===== src/rtl/core/plps_pkg.sv =====
package plps_pkg;

  // Grid and number format
  localparam int MAX_DIM   = 32;
  localparam int FRAC_BITS = 24;
  localparam int VAL_W     = 32;
  localparam int PROD_W    = 2 * VAL_W;
  localparam int POS_W     = 5;
  localparam int SIZE_W    = 6;
  localparam int CFG_IDX_W = 2;

  localparam logic [SIZE_W-1:0] SIZE_RESET = SIZE_W'(8);

  // Effective size spans 1..MAX_DIM; a wrapped coordinate spans 0..MAX_DIM-1
  localparam int ESW   = $clog2(MAX_DIM + 1);
  localparam int CW    = ($clog2(MAX_DIM) > POS_W) ? $clog2(MAX_DIM) : POS_W;
  localparam int DEPTH = MAX_DIM * MAX_DIM * MAX_DIM;
  localparam int AW    = $clog2(DEPTH);

  // Six neighbour sum and its division by six
  localparam int NB_COUNT   = 6;
  localparam int NB_CNT_W   = $clog2(NB_COUNT + 1);
  localparam int SUM_W      = VAL_W + 3;
  localparam int DIVISOR    = 6;
  localparam int DIV_STEP   = 7;
  localparam int DIV_CYCLES = SUM_W / DIV_STEP;
  localparam int DIV_CNT_W  = $clog2(DIV_CYCLES);

  // Item operations
  localparam logic OP_LOAD    = 1'b0;
  localparam logic OP_COMPUTE = 1'b1;

  // Configuration register indexes
  typedef enum logic [CFG_IDX_W-1:0] {
    REG_SIZE_X,
    REG_SIZE_Y,
    REG_SIZE_Z
  } cfg_reg_e;

endpackage


===== src/rtl/core/plps_div6.sv =====
module plps_div6
  import plps_pkg::*;
(
  input  logic             clk_i,
  input  logic             rst_ni,
  input  logic             start_i,
  input  logic [SUM_W-1:0] dividend_i,
  output logic             done_o,
  output logic [VAL_W-1:0] quot_o
);

  logic                 busy_q;
  logic                 done_q;
  logic [DIV_CNT_W-1:0] cnt_q;
  logic [SUM_W-1:0]     d_q;
  logic [2:0]           r_q;
  logic [SUM_W-1:0]     d_d;
  logic [2:0]           r_d;

  // Restoring division by a constant: the remainder stays below the divisor,
  // so each step is a narrow compare and subtract
  always_comb begin
    logic [3:0] t;
    d_d = d_q;
    r_d = r_q;
    for (int i = 0; i < DIV_STEP; i++) begin
      t   = {r_d, d_d[SUM_W-1]};
      d_d = {d_d[SUM_W-2:0], 1'b0};
      if (t >= 4'(DIVISOR)) begin
        t      = t - 4'(DIVISOR);
        d_d[0] = 1'b1;
      end
      r_d = t[2:0];
    end
  end

  always_ff @(posedge clk_i or negedge rst_ni) begin
    if (!rst_ni) begin
      busy_q <= 1'b0;
      done_q <= 1'b0;
      cnt_q  <= '0;
      d_q    <= '0;
      r_q    <= '0;
    end else begin
      done_q <= 1'b0;
      if (start_i) begin
        busy_q <= 1'b1;
        cnt_q  <= '0;
        d_q    <= dividend_i;
        r_q    <= '0;
      end else if (busy_q) begin
        d_q   <= d_d;
        r_q   <= r_d;
        cnt_q <= cnt_q + 1'b1;
        if (cnt_q == DIV_CNT_W'(DIV_CYCLES - 1)) begin
          busy_q <= 1'b0;
          done_q <= 1'b1;
        end
      end
    end
  end

  assign done_o = done_q;
  assign quot_o = d_q[VAL_W-1:0];

endmodule


===== config.mk =====
export PLATFORM = sky130hd
export DESIGN_NAME = plps_div6
export DESIGN_NICKNAME = d
export VERILOG_FILES = /design/src/rtl/core/plps_pkg.sv /design/src/rtl/core/plps_div6.sv
export SDC_FILE = /design/constraint.sdc
export NUM_CORES = 1
export LEC_CHECK = 0
export BUFFER_PORTS_ARGS = -buffer_cell sky130_fd_sc_hd__buf_2
export CAP_MARGIN = 40
export CORE_UTILIZATION = 49
export DETAILED_ROUTE_END_ITERATION = 7
export PLACE_DENSITY = 0.77
export SYNTH_ARGS = -nofsm -noshare
export SYNTH_HDL_FRONTEND = slang
export SYNTH_SLANG_ARGS = --single-unit

===== constraint.sdc =====
create_clock -name clk_i -period 2.2 [get_ports clk_i]
set_input_delay 0 -clock clk_i [delete_from_list [all_inputs] [get_ports clk_i]]
set_output_delay 0 -clock clk_i [all_outputs]
set_load 0.02 [all_outputs]

## After elaboration in Yosys (flattened, before gate mapping)

Cells that the tools add are included.

- Register bits: 43
- Input bits: 38

- $add $sub $neg: 8
- Order comparisons: 7
- Eq/ne operators: 1
- Multiplexer cells: 26
- Reduce and logical (&&, ||, !) cells: 1

Operator list:

| operator | number |
|---|---|
| $mux 35 | 2 |
| $mux 3 | 11 |
| $ge 4x3->1 const B | 7 |
| $sub 3x3->3 const B | 7 |
| $mux 1 | 13 |
| $add 3x1->3 const B | 1 |
| $eq 3x3->1 const B | 1 |
| $reduce_bool 2->1 | 1 |

## Logic depth before layout (Yosys ltp)

- Depth in word-level cells: 16
- Depth in mapped cells: 10

## Least setup slack after synthesis

OpenSTA, ideal clock, no wires.

- Path kind: reg-to-reg
- From: reg r_q[0]
- To: reg r_q[2]
- Library setup time: 0.146 ns
- Data arrival time: 1.999 ns
- Required time: 2.054 ns
- Setup slack: 0.055 ns
- Stages on the path, launching flop included: 10
- Buffers on the path: 2
- Clock period less this slack: 2.145 ns
- Path through: dfrtp_1 > buf_4 > nor3b_2 > nor2_1 > a2111o_1 > o21ai_1 > buf_6 > mux2_1 > nor4_1 > o22ai_1

- Cells in the longest elaborated chain, start to end: 16
- Elaborated cells between the ends (all ways): 23

Ends and longest elaborated chain:

| what | line | text |
|---|---|---|
| start: declaration | plps_div6.sv:16 | `logic [2:0] r_q;` |
| start signal: assignment | plps_div6.sv:53 | `r_q <= r_d;` |
| $ge 4x3->1 or $sub 3x3->3 (tied branches) | plps_div6.sv:29, plps_div6.sv:30 |  |
| $mux 3 * | plps_div6.sv:29 | `if (t >= 4'(DIVISOR)) begin` |
| $ge 4x3->1 or $sub 3x3->3 (tied branches) | plps_div6.sv:29, plps_div6.sv:30 |  |
| $mux 3 * | plps_div6.sv:29 |  |
| $ge 4x3->1 or $sub 3x3->3 (tied branches) | plps_div6.sv:29, plps_div6.sv:30 |  |
| $mux 3 * | plps_div6.sv:29 |  |
| $ge 4x3->1 or $sub 3x3->3 (tied branches) | plps_div6.sv:29, plps_div6.sv:30 |  |
| $mux 3 * | plps_div6.sv:29 |  |
| $ge 4x3->1 or $sub 3x3->3 (tied branches) | plps_div6.sv:29, plps_div6.sv:30 |  |
| $mux 3 * | plps_div6.sv:29 |  |
| $ge 4x3->1 or $sub 3x3->3 (tied branches) | plps_div6.sv:29, plps_div6.sv:30 |  |
| $mux 3 * | plps_div6.sv:29 |  |
| $ge 4x3->1 or $sub 3x3->3 (tied branches) | plps_div6.sv:29, plps_div6.sv:30 |  |
| $mux 3 * | plps_div6.sv:29 |  |
| $mux 3 * | plps_div6.sv:51 | `end else if (busy_q) begin` |
| $mux 3 * | plps_div6.sv:46 | `if (start_i) begin` |

Mark *: on every way between the ends. The rest lies on a longest branch, timed or not. The select of a mux whose other input is x is not followed.
A chain may end at the register's enable or synchronous reset.

## Final worst setup path

- From: reg d_q[33]
- To: reg d_q[1]

- Cells in the longest elaborated chain, start to end: 12
- Elaborated cells between the ends (all ways): 16

Ends and longest elaborated chain:

| what | line | text |
|---|---|---|
| start: declaration | plps_div6.sv:15 | `logic [SUM_W-1:0] d_q;` |
| start signal: assignment | plps_div6.sv:49 | `d_q <= dividend_i;` |
| $ge 4x3->1 or $sub 3x3->3 (tied branches) | plps_div6.sv:29, plps_div6.sv:30 |  |
| $mux 3 * | plps_div6.sv:29 |  |
| $ge 4x3->1 or $sub 3x3->3 (tied branches) | plps_div6.sv:29, plps_div6.sv:30 |  |
| $mux 3 * | plps_div6.sv:29 |  |
| $ge 4x3->1 or $sub 3x3->3 (tied branches) | plps_div6.sv:29, plps_div6.sv:30 |  |
| $mux 3 * | plps_div6.sv:29 |  |
| $ge 4x3->1 or $sub 3x3->3 (tied branches) | plps_div6.sv:29, plps_div6.sv:30 |  |
| $mux 3 * | plps_div6.sv:29 |  |
| $ge 4x3->1 * | plps_div6.sv:29 |  |
| $mux 1 * | plps_div6.sv:29 |  |
| $mux 35 * | plps_div6.sv:51 |  |
| $mux 35 * | plps_div6.sv:46 |  |

Marks and branches as above.

==> results.sh <==
export IMPL_status="finished with violations"
export IMPL_violations="setup timing"
export IMPL_finish_utilization_pct=69.4
export IMPL_synth_seq_cells=43
export IMPL_first_iter_violations=184
export IMPL_grt_overflow_total=0
export IMPL_synth_common_cells="43 x dfrtp_1, 42 x nand2_1, 36 x o21ai_0"
export IMPL_synthSimpleGateAreaFrac_pct=14.9
export IMPL_p_int_mw=2.01
export IMPL_startpoint_type="register"
export IMPL_syn_nets=375
export IMPL_viasPerCell=5.56
export IMPL_numCtsBuffers=5
export IMPL_cap_violations=0
export IMPL_fmax_ghz=0.444
export IMPL_antenna_cells=0
export IMPL_max_stage_delay_ps=420
export IMPL_insertion_delay_ps=300
export IMPL_die_y_um=79.7
export IMPL_wirelength_mm=7.96
export IMPL_whs_ps=35.7
export IMPL_pwr_share_clk_pct=19.4
export IMPL_worst_setup_path_type="reg -> reg"
export IMPL_grt_pass1_vias=2663
export IMPL_fin_crit_sh_pct=102
export IMPL_first_pass_iters=4
export IMPL_hold_violations=0
export IMPL_fin_nets=472
export IMPL_cp_max_fo=5
export IMPL_area_growth_pct=33.1
export IMPL_wl_per_cell_um=15.8
export IMPL_num_vias=2806
export IMPL_port_buffers=70
export IMPL_finalWorstSetupSlack_ps=-50.0
export IMPL_drive_above_1_share_pct=34.4
export IMPL_clock_sinks=43
export IMPL_synth_xor_area_share_pct=1.48
export IMPL_synth_compound_gate_area_share_pct=21.0
export IMPL_worstSetupEndpointType="register"
export IMPL_drcViolationCount=0
export IMPL_irDropWorstVdd_mv=0.519
export IMPL_combPwrFrac_pct=47.7
export IMPL_synth_top_family_by_area="compound AO/OA/AOI/OAI gates"
export IMPL_synth_top_cell_by_area="dfrtp_1"
export IMPL_cts_root_buffer="clkbuf_8"
export IMPL_gp_congestion=0.873
export IMPL_dieArea_um2=6360
export IMPL_nFillCells=413
export IMPL_p_seq_share_pct=32.9
export IMPL_rows=27
export IMPL_grt_max_degree=50
export IMPL_worst_pin_slew_ps=762
export IMPL_required_ps=2390
export IMPL_setup_tns_ps=-99.4
export IMPL_grt_usage_pct=26.4
export IMPL_synth_top_cell_area_share_pct=36.3
export IMPL_ioPinCount=71
export IMPL_crit_family="compound AO/OA/AOI/OAI gates"
export IMPL_grt_pass1_wl_mm=12.9
export IMPL_die_w_um=79.7
export IMPL_core_um2=5680
export IMPL_clk_pin_slew_ps=90
export IMPL_worstPathCellList="buf_4 -> and2b_2 -> a311oi_4 -> o311ai_4 -> buf_4 -> nand2_4 -> nor2_1 -> o311a_1 -> o31a_1"
export IMPL_ant_nets=0
export IMPL_cp_slowest_cell="dfrtp_2"
export IMPL_yosys_cell_types_count=55
export IMPL_crit_buf_inv=2
export IMPL_synth_fa_ha_area_share_pct=0.845
export IMPL_synth_area_um2=2960
export IMPL_swShare_pct=38.7
export IMPL_hold_path_class="in -> reg"
export IMPL_powerDensity_nw_per_um2=833
export IMPL_p_leak_nw=2.03
export IMPL_start_util_pct=52.2
export IMPL_netSwitchingPower_mw=1.27
export IMPL_dp_hpwl_mm=4.83
export IMPL_yosysMostFrequentCell="dfrtp_1"
export IMPL_syn_inst=335
export IMPL_synthTopCellsByArea="dfrtp_1 36%, mux2i_1 11%, buf_4 8.6%"
export IMPL_htreeDepth=2
export IMPL_async_flop_share_pct=100
export IMPL_ys_seq_area_share_pct=36.3
export IMPL_place_ws_ps=-100
export IMPL_finalSetupViolations=3
export IMPL_skew_ps=6.08
export IMPL_synth_area_per_cell_um2=8.84
export IMPL_worstPathArrival_ps=2440
export IMPL_cts_buffer_depth=2
export IMPL_slew_headroom_pct=49.2
export IMPL_cpMostUsedCell="buf_4"
export IMPL_synthFlopType="dfrtp_1"
export IMPL_yosysWarnings=0
export IMPL_tritoncts="yes"
export IMPL_synth_area_mux_share_pct=11.2
export IMPL_synth_edf_count=0
export IMPL_finalCriticalPeriod_ps=2250
export IMPL_rsz0062_at_grt="true"
export IMPL_final_max_slew_viol_count=0
export IMPL_antenna_found_initial=0
-- repair_timing --
item	CTS	global route
setup endpoints to repair	4	4
hold buffers	35	0
setup buffers	7	9
pin swaps	7	4
resized for setup	20	9
hold endpoints to repair	53	0
-- metal layers --
metal	part of all wire (%)	up-vias	global-route usage, %	routed length [um]
li1	-	1340	-	-
met1	44	1378	35.2	3500
met2	50	77	43.8	4010
met3	4.3	11	4.57	339
met4	1.4	0	7.68	110
met5	0	-	0	0
-- worst paths after layout --
path,depth (start not counted),startpoint,to,slack [ps]
worst max-delay path,9,d_q[33],d_q[1],-50
worst min-delay path,3,dividend_i[1],d_q[1],40
worst max register to register,9,d_q[33],d_q[1],-50
worst min register to register,2,cnt_q[2],cnt_q[2],570
max in group asynchronous,3,rst_ni,d_q[32],1290
min in group asynchronous,2,rst_ni,d_q[15],190
-- worst register-to-register path: cells and delay by family, from the launching register on --
family | cells | cell delay, ps
compound gates | 4 | 1030
flops | 1 | 420
simple gates | 3 | 370
buf+inv | 2 | 330
-- cells in the final DEF, fill, tap and decap left out, types with 2 or more instances in the layout --
cell type / n
nand2_1: 42
clkbuf_8: 5
xor2_1: 2
buf_4: 41
o311a_1: 2
nand2b_1: 3
o21ai_2: 2
a311oi_1: 2
a211oi_1: 4
o21ai_0: 34
buf_2: 70
a21o_1: 2
a31oi_1: 2
nor3_1: 5
o211ai_1: 4
dfrtp_2: 5
dlygate4sd3_1: 35
ha_1: 2
xnor2_1: 2
o21ai_1: 3
inv_1: 11
nor2b_1: 4
a2111oi_2: 4
nor2_1: 20
nor3b_1: 4
mux2i_1: 32
a21oi_1: 11
a311oi_2: 2
dfrtp_1: 38
and3b_1: 3
a211oi_2: 2
-- final cells by class --
class                      count  area, um2  area share [%]
timing repair buffer         149       1050            26.7
clock buffer                   5       68.8            1.75
inverter                      11       41.3            1.05
clock inverter                 3       43.8            1.11
sequential                    43       1080            27.5
multi-input combinational    222       1560            39.7
tap                           72       90.1            2.29
-- cell families after synthesis --
logic type | count (synthesis)
flops | 43
buf+inv | 70
compound gates | 91
mux | 33
fa+ha+maj | 2
simple gates | 91
xor+xnor | 5
-- registers in the layout (all words and copies together), names as in the netlist --
register  cells
busy_q        1
cnt_q         3
d_q          35
done_o        1
r_q           3
-- power groups by stage --
stage	combinational (mW)	clock, mW	sequential (mW)
5_1_grt	1.69	0.686	1.10
3_5_place_dp	1.24	0	1.10
6_report	1.57	0.638	1.08
3_3_place_gp	1.22	0	1.09
2_1_floorplan	1.04	0	1.00
4_1_cts	1.44	0.649	1.07
-- metrics by stage --
stage / std cells / cell area, um2 / power [mW]
final: 505 / 3940 / 3.28
after global routing: 505 / 3940 / 3.47
after CTS: 496 / 3830 / 3.16
after detailed placement: 446 / 3240 / 2.34
after global placement: 446 / 3240 / 2.31
after floorplan: 335 / 2960 / 2.04
Power figures use the tool's default switching activity.
